--- src/hw/rtl/rlpl_pkg.sv ---
`timescale 1ns / 1ps
`default_nettype none
// ============================================================================
// rlpl_pkg: shared types and constants for the longest prefix lookup unit
// Table size, field widths, opcodes, FSM states and the token that walks
// the chain of route cells.
// ============================================================================
package rlpl_pkg;

    localparam int TABLE_DEPTH = 16;
    localparam int ADDR_W      = 32;
    localparam int PORT_W      = 4;
    localparam int ENTRY_W     = 4;
    localparam int LEN_W       = 6;
    localparam int IDX_W       = (TABLE_DEPTH > 1) ? $clog2(TABLE_DEPTH) : 1;
    // width used to compare a written slot number against a cell position
    localparam int CMP_W       = (IDX_W > ENTRY_W) ? IDX_W : ENTRY_W;

    localparam logic OP_WRITE  = 1'b0;
    localparam logic OP_LOOKUP = 1'b1;

    typedef enum logic [1:0] {
        ST_IDLE,
        ST_WALK,
        ST_FIN
    } rlpl_state_t;

    // lookup token with the best route seen so far
    typedef struct packed {
        logic              valid;
        logic [ADDR_W-1:0] addr;
        logic              found;
        logic [LEN_W-1:0]  len;
        logic [PORT_W-1:0] port;
    } rlpl_tok_t;

    // route entry written into one cell
    typedef struct packed {
        logic [ADDR_W-1:0] prefix;
        logic [ADDR_W-1:0] mask;
        logic [PORT_W-1:0] port;
        logic              valid;
    } rlpl_route_t;

    // count of leading ones from the MSB; the highest zero bit sets it
    function automatic logic [LEN_W-1:0] mask_len(input logic [ADDR_W-1:0] m);
        logic [LEN_W-1:0] len;
        len = LEN_W'(ADDR_W);
        for (int i = 0; i < ADDR_W; i++) begin
            if (!m[i]) begin
                len = LEN_W'(ADDR_W - 1 - i);
            end
        end
        return len;
    endfunction

endpackage
`default_nettype wire

--- src/hw/rtl/rlpl_cell.sv ---
`timescale 1ns / 1ps
`default_nettype none
// ============================================================================
// rlpl_cell: one route table entry of the lookup chain
// Stores one route and updates the passing lookup token when the route
// matches and is the first match or longer than the best one so far.
// ============================================================================
module rlpl_cell
    import rlpl_pkg::*;
(
    input  wire logic        aclk,
    input  wire logic        aresetn,
    input  wire logic        wr_en,
    input  wire rlpl_route_t wr_route,
    input  wire rlpl_tok_t   tok_in,
    output      rlpl_tok_t   tok_out
);

    logic [ADDR_W-1:0] prefix_reg;
    logic [ADDR_W-1:0] mask_reg;
    logic [PORT_W-1:0] port_reg;
    logic [LEN_W-1:0]  len_reg;
    logic              valid_reg;
    rlpl_tok_t         tok_reg;
    rlpl_tok_t         tok_next;
    logic              hit;
    logic              better;

    // length is precomputed at write time, off the lookup path
    always_ff @(posedge aclk) begin
        if (wr_en) begin
            prefix_reg <= wr_route.prefix;
            mask_reg   <= wr_route.mask;
            port_reg   <= wr_route.port;
            len_reg    <= mask_len(wr_route.mask);
        end
    end

    always_ff @(posedge aclk) begin
        if (!aresetn) begin
            valid_reg <= 1'b0;
        end else if (wr_en) begin
            valid_reg <= wr_route.valid;
        end
    end

    assign hit    = tok_in.valid && valid_reg &&
                    (((prefix_reg ^ tok_in.addr) & mask_reg) == '0);
    // strict compare keeps the lower index on a tie
    assign better = hit && (!tok_in.found || (len_reg > tok_in.len));

    always_comb begin
        tok_next = tok_in;
        if (better) begin
            tok_next.found = 1'b1;
            tok_next.len   = len_reg;
            tok_next.port  = port_reg;
        end
    end

    // only the token valid bit is reset
    always_ff @(posedge aclk) begin
        if (!aresetn) begin
            tok_reg.valid <= 1'b0;
        end else begin
            tok_reg.valid <= tok_next.valid;
        end
        tok_reg.addr  <= tok_next.addr;
        tok_reg.found <= tok_next.found;
        tok_reg.len   <= tok_next.len;
        tok_reg.port  <= tok_next.port;
    end

    assign tok_out = tok_reg;

endmodule
`default_nettype wire

--- src/hw/rtl/route_longest_prefix_lookup_unit.sv ---
`timescale 1ns / 1ps
`default_nettype none
// ============================================================================
// route_longest_prefix_lookup_unit: IPv4 longest prefix match routing table
// A chain of route cells, one per table entry. Writes load one cell; a
// lookup token walks the chain and collects the longest matching route.
// ============================================================================
//
//  channel | dir | handshake        | payload
//  --------+-----+------------------+------------------------------------------
//  s_      | in  | s_valid/s_ready  | opcode, entry_index, route_prefix,
//          |     |                  | route_mask, route_port, route_valid,
//          |     |                  | lookup_addr
//  m_      | out | m_valid/m_ready  | found, out_port, match_len
//
//  One item is in flight at a time. A write item loads its cell on
//  acceptance, and its result then passes through ST_FIN into the output
//  register; a lookup's token moves one cell per cycle along the chain,
//  and its result is captured from the tail and then passes through ST_FIN
//  into the output register. A new item is taken once the result has moved.
//  Reset (aresetn low, synchronous) clears all route valid bits and the
//  control state; stored prefixes, masks and ports are not cleared.
//  The output register lets a new item enter while a result waits on
//  m_ready; a finished result is held until the output register frees up.
//
module route_longest_prefix_lookup_unit
    import rlpl_pkg::*;
(
    input  wire logic                aclk,
    input  wire logic                aresetn,
    input  wire logic                s_valid,
    output      logic                s_ready,
    input  wire logic                s_opcode,
    input  wire logic [ENTRY_W-1:0]  s_entry_index,
    input  wire logic [ADDR_W-1:0]   s_route_prefix,
    input  wire logic [ADDR_W-1:0]   s_route_mask,
    input  wire logic [PORT_W-1:0]   s_route_port,
    input  wire logic                s_route_valid,
    input  wire logic [ADDR_W-1:0]   s_lookup_addr,
    output      logic                m_valid,
    input  wire logic                m_ready,
    output      logic                m_found,
    output      logic [PORT_W-1:0]   m_out_port,
    output      logic [LEN_W-1:0]    m_match_len
);

    rlpl_state_t       state_reg;
    rlpl_state_t       state_next;

    logic              accept;
    logic              wr_fire;
    logic              lk_fire;
    logic              out_load;

    rlpl_route_t       wr_route;
    logic [TABLE_DEPTH-1:0] wr_sel;
    logic [TABLE_DEPTH-1:0] tok_valid_vec;
    rlpl_tok_t         tok [0:TABLE_DEPTH];
    rlpl_tok_t         tail;

    // finished result waiting for the output register
    logic              res_found_reg;
    logic [PORT_W-1:0] res_port_reg;
    logic [LEN_W-1:0]  res_len_reg;

    logic              m_valid_reg;
    logic              m_valid_next;
    logic              m_found_reg;
    logic [PORT_W-1:0] m_out_port_reg;
    logic [LEN_W-1:0]  m_match_len_reg;

    assign accept  = s_valid && s_ready;
    assign wr_fire = accept && (s_opcode == OP_WRITE);
    assign lk_fire = accept && (s_opcode == OP_LOOKUP);

    // ------------------------------------------------------------------
    // write broadcast: one cell selected by the slot number
    // ------------------------------------------------------------------
    assign wr_route.prefix = s_route_prefix;
    assign wr_route.mask   = s_route_mask;
    assign wr_route.port   = s_route_port;
    assign wr_route.valid  = s_route_valid;

    // chain head: a fresh token with no match yet
    assign tok[0].valid = lk_fire;
    assign tok[0].addr  = s_lookup_addr;
    assign tok[0].found = 1'b0;
    assign tok[0].len   = '0;
    assign tok[0].port  = '0;

    for (genvar g = 0; g < TABLE_DEPTH; g++) begin : g_cell
        assign wr_sel[g] = wr_fire && (CMP_W'(s_entry_index) == CMP_W'(g));

        rlpl_cell u_cell (
            .aclk     (aclk),
            .aresetn  (aresetn),
            .wr_en    (wr_sel[g]),
            .wr_route (wr_route),
            .tok_in   (tok[g]),
            .tok_out  (tok[g+1])
        );

        assign tok_valid_vec[g] = tok[g+1].valid;
    end

    assign tail = tok[TABLE_DEPTH];

    // ------------------------------------------------------------------
    // sequencer
    // ------------------------------------------------------------------
    always_comb begin
        state_next = state_reg;
        unique case (state_reg)
            ST_IDLE: begin
                if (lk_fire) begin
                    state_next = ST_WALK;
                end else if (wr_fire) begin
                    state_next = ST_FIN;
                end
            end
            ST_WALK: begin
                if (tail.valid) begin
                    state_next = ST_FIN;
                end
            end
            ST_FIN: begin
                if (!m_valid_reg || m_ready) begin
                    state_next = ST_IDLE;
                end
            end
            default: state_next = ST_IDLE;
        endcase
    end

    always_comb begin
        s_ready  = 1'b0;
        out_load = 1'b0;
        unique case (state_reg)
            ST_IDLE: s_ready  = 1'b1;
            ST_WALK: s_ready  = 1'b0;
            ST_FIN:  out_load = !m_valid_reg || m_ready;
            default: s_ready  = 1'b0;
        endcase
    end

    always_ff @(posedge aclk) begin
        if (!aresetn) begin
            state_reg <= ST_IDLE;
        end else begin
            state_reg <= state_next;
        end
    end

    // write items report no match
    always_ff @(posedge aclk) begin
        if (wr_fire) begin
            res_found_reg <= 1'b0;
            res_port_reg  <= '0;
            res_len_reg   <= '0;
        end else if ((state_reg == ST_WALK) && tail.valid) begin
            res_found_reg <= tail.found;
            res_port_reg  <= tail.port;
            res_len_reg   <= tail.len;
        end
    end

    // ------------------------------------------------------------------
    // output register
    // ------------------------------------------------------------------
    always_comb begin
        m_valid_next = m_valid_reg;
        if (out_load) begin
            m_valid_next = 1'b1;
        end else if (m_ready) begin
            m_valid_next = 1'b0;
        end
    end

    always_ff @(posedge aclk) begin
        if (!aresetn) begin
            m_valid_reg <= 1'b0;
        end else begin
            m_valid_reg <= m_valid_next;
        end
    end

    always_ff @(posedge aclk) begin
        if (out_load) begin
            m_found_reg     <= res_found_reg;
            m_out_port_reg  <= res_port_reg;
            m_match_len_reg <= res_len_reg;
        end
    end

    assign m_valid     = m_valid_reg;
    assign m_found     = m_found_reg;
    assign m_out_port  = m_out_port_reg;
    assign m_match_len = m_match_len_reg;

    // ------------------------------------------------------------------
    // assertions
    // ------------------------------------------------------------------
    a_one_token: assert property (@(posedge aclk) disable iff (!aresetn)
        $onehot0(tok_valid_vec))
        else $error("more than one lookup token in the chain");

    a_idle_empty: assert property (@(posedge aclk) disable iff (!aresetn)
        (state_reg == ST_IDLE) |-> (tok_valid_vec == '0))
        else $error("token in the chain while idle");

    a_tail_in_walk: assert property (@(posedge aclk) disable iff (!aresetn)
        tail.valid |-> (state_reg == ST_WALK))
        else $error("token left the chain outside a walk");

    a_miss_zero: assert property (@(posedge aclk) disable iff (!aresetn)
        (tail.valid && !tail.found) |-> ((tail.len == '0) && (tail.port == '0)))
        else $error("miss carries nonzero length or port");

    a_fin_loads: assert property (@(posedge aclk) disable iff (!aresetn)
        ((state_reg == ST_FIN) && (state_next == ST_IDLE)) |=> m_valid_reg)
        else $error("finished result not presented");

endmodule
`default_nettype wire
--- config.mk ---
export PLATFORM = sky130hd
export DESIGN_NAME = route_longest_prefix_lookup_unit
export DESIGN_NICKNAME = d
export VERILOG_FILES = /design/src/hw/rtl/rlpl_pkg.sv /design/src/hw/rtl/rlpl_cell.sv /design/src/hw/rtl/route_longest_prefix_lookup_unit.sv
export SDC_FILE = /design/constraint.sdc
export NUM_CORES = 2
export LEC_CHECK = 0
export BUFFER_PORTS_ARGS = -buffer_cell sky130_fd_sc_hd__buf_2
export CAP_MARGIN = 20
export CORE_ASPECT_RATIO = 0.75
export CORE_MARGIN = 5
export CORE_UTILIZATION = 55
export CTS_BUF_LIST = sky130_fd_sc_hd__clkbuf_8 sky130_fd_sc_hd__clkbuf_16
export DETAILED_ROUTE_END_ITERATION = 6
export GPL_TIMING_DRIVEN = 1
export HOLD_SLACK_MARGIN = 0.12
export PLACE_DENSITY_LB_ADDON = 0.2
export SLEW_MARGIN = 15
export SYNTH_ARGS = -nofsm -noshare
export SYNTH_HDL_FRONTEND = slang
export SYNTH_SLANG_ARGS = --single-unit
export TNS_END_PERCENT = 5
--- constraint.sdc ---
create_clock -name aclk -period 10.2 [get_ports aclk]
set_input_delay 1.53 -clock aclk [delete_from_list [all_inputs] [get_ports aclk]]
set_output_delay 1.53 -clock aclk [all_outputs]
set_load 0.05 [all_outputs]
==> summary.json <==
{
  "area_delta_synth_final_pct": 13.4,
  "share_comb_of_total_power_pct": 2.6,
  "post-dp-hpwl_um": 93500,
  "largest_net_degree_at_the_start_of_global_routing": 76,
  "number_of_flip_flops_under_the_largest_register_name": 672,
  "peakVddDrop_v": 0.000176,
  "drt-initial-drc-count": 2822,
  "numPortBuffers": 122,
  "p_sw_share_pct": 20.6,
  "routed-via-count": 29800,
  "syn_nets": 3713,
  "place_inst": 5180,
  "grt_pass1_wl_um": 201000,
  "power_density_relative_to_cell_area_nw_per_um2": 211,
  "ioPinCount": 123,
  "endpoints_failing_hold": 0,
  "clk-insertion-delay-late_ns": 0.77,
  "fin_skew_ns": 0.0232,
  "drt.antenna.violating_nets": 0,
  "tritoncts": "yes",
  "grt_antenna_before_repair": 8,
  "post_cts_sizing": 0,
  "vias_per_cell": 5.43,
  "first_global_vias": 29700,
  "synthCells": 3513,
  "start_util_pct": 55.4,
  "fin_crit_ns": 3.82,
  "power.clock.fraction_pct": 41.8,
  "post_synth_edffs": 1195,
  "design_power_total_mw": 15.1,
  "max_cap_violations": 0,
  "leading_cell_types_in_the_layout_fill_and_taps_excluded": "sky130_fd_sc_hd__edfxtp_1, sky130_fd_sc_hd__dfxtp_1, sky130_fd_sc_hd__xor2_1",
  "cts-root-buf": "sky130_fd_sc_hd__clkbuf_16",
  "place_congestion": 0.827,
  "crit_path_max_fanout": 55,
  "row_count": 107,
  "floorplan.die_area_um2": 121000,
  "drt_pre_antenna_iters": 5,
  "synth_warnings": 0,
  "timing.critical_path.required_ns": 10.59,
  "totalWireLength_um": 137000,
  "finalNonFillerCells": 5499,
  "track_usage_pct": 22.8,
  "clockBufferDepth": 3,
  "crit_path_to": "g_cell[15].u_cell.len_reg[0]",
  "slew_viol_final": 0,
  "p_switching_mw": 3.11,
  "final-setup-viol-count": 0,
  "max_slew_margin_pct": 27.6,
  "clk_pin_slew_worst_paths_ns": 0.06,
  "cts.sinks": 1897,
  "numCtsBuffers": 167,
  "drt_drc_violations_left": 0,
  "hold_buffers": 0,
  "ys_async_sr_fraction_pct": 0,
  "worstRegToRegCells": 5,
  "ctsHtreeMaxLevel": 4,
  "coreArea_um2": 114000,
  "chipWidth_um": 400,
  "seq_power_share_pct": 55.6,
  "rsz0062_at_grt": "no",
  "critical_path_sink_type": "flop",
  "max_freq_mhz": 261,
  "crit_arrival_ns": 4.22,
  "syn_area_per_cell_um2": 17.9,
  "cts.repair_timing.setup_buffer_count": 0,
  "totalNegativeSetupSlack_ns": 0,
  "holdCritPathClass": "flop to flop",
  "ys_ff_latch": 1897,
  "r2r_slack_ns": 6.81,
  "global_route.overflow_total": 0,
  "transition_at_the_pin_with_the_smallest_max_transition_slack_ns": 1.09,
  "static-leakage-power_nw": 25.8,
  "worstReg2RegEnd": "g_cell[15].u_cell.len_reg[0]",
  "critPathLaunchType": "input port",
  "wire_per_inst_um": 25.0,
  "netlist_area_um2": 62900,
  "yosysSeqAreaShare_pct": 79.4,
  "power.internal_mw": 12.0,
  "die_y_um": 303,
  "worstSetupStartpoint": "s_opcode",
  "timing.setup.critical_path_class": "input port to flop",
  "layout_commonest_cell": "sky130_fd_sc_hd__edfxtp_1",
  "worstReg2RegStart": "state_reg[1]",
  "run_status": "completed",
  "drive_above_1_share_pct": 14.8,
  "timing.final.crit_share_pct": 37.5,
  "synth.distinct_cells": 56,
  "synthFlopType": "sky130_fd_sc_hd__edfxtp_1",
  "design.final.nets": 4024
}
## synthesized netlist by cell type, drive strengths merged (40+ instances only)
master	instances	area share (%)
edfxtp	1195	57
dfxtp	702	22
xor2	512	7.1
a22oi	227	2.7
mux2	150	3.2
inv	118	0.70
ha	90	1.8
nand2	74	0.65
nand4	58	0.58
nor2	57	0.34
a21oi	48	0.38
nand3	40	0.33
## cell families after synthesis
family / after synthesis / synth area share (%)
adders and majority gates: 90 / 1.79
and+or+nand+nor: 314 / 2.79
xor gates and xnor gates: 512 / 7.13
DFF: 1897 / 79.4
buffers and inverters: 134 / 0.895
muxes: 166 / 3.42
AOI/OAI and AO/OA: 400 / 4.56
## power groups by stage
stage	Clock (mW)	Sequential, mW	Combinational, mW
after floorplan	0	8.51	0.141
after global placement	0	8.54	0.383
after detailed placement	0	8.54	0.387
after CTS	6.40	8.37	0.390
after global routing	6.73	8.38	0.412
final	6.30	8.37	0.387
## how the worst min path moves through the flow
stage	startpoint	to	slack (ns)	cells past startpoint
floorplan	g_cell[9].u_cell.tok_out[11]	g_cell[10].u_cell.tok_out[11]	0.35	0
global placement	g_cell[0].u_cell.tok_out[38]	g_cell[1].u_cell.tok_out[38]	0.35	0
detailed placement	g_cell[1].u_cell.tok_out[19]	g_cell[2].u_cell.tok_out[19]	0.35	0
CTS	g_cell[2].u_cell.tok_out[29]	g_cell[3].u_cell.tok_out[29]	0.35	0
global route	g_cell[2].u_cell.tok_out[29]	g_cell[3].u_cell.tok_out[29]	0.37	0
finish	g_cell[13].u_cell.tok_out[16]	g_cell[14].u_cell.tok_out[16]	0.35	0
## layer usage
layer  routed length, um  vias up  track usage, %
met2               62000     1057            35.2
li1                    -    13700               -
met5                   0        -               0
met4                2770        0            6.09
met3                9280      154            3.36
met1               63200    15000            34.6
## layout make-up
cell class,count,area (um2)
repair buffers,157,877
clock buffers,193,4560
clock inverters,121,1030
multi-input cells,1482,12500
diodes,4,10.0
fillers,8149,42300
well taps,1526,1910
flip-flops and latches,1897,49900
inverters,119,447
## worst max-delay path, stage by stage
cell                      delay (ns)
sky130_fd_sc_hd__buf_2          0.12
sky130_fd_sc_hd__nor4b_4        0.19
sky130_fd_sc_hd__buf_4          0.30
sky130_fd_sc_hd__nand3_1        0.51
sky130_fd_sc_hd__nor2_4         0.72
sky130_fd_sc_hd__buf_4          0.76
## metrics by stage
stage	area, um2	hold slack, ns	utilization [%]	setup WS, ns
after floorplan	62900	0.349	-	2.24
after detailed placement	65700	0.354	57.8	5.54
after global placement	65700	0.353	57.8	5.61
final	71300	0.354	62.8	6.38
after global routing	71300	0.366	62.8	6.20
after CTS	71300	0.351	62.8	6.37
No activity file was read; power rests on OpenSTA's default activity.
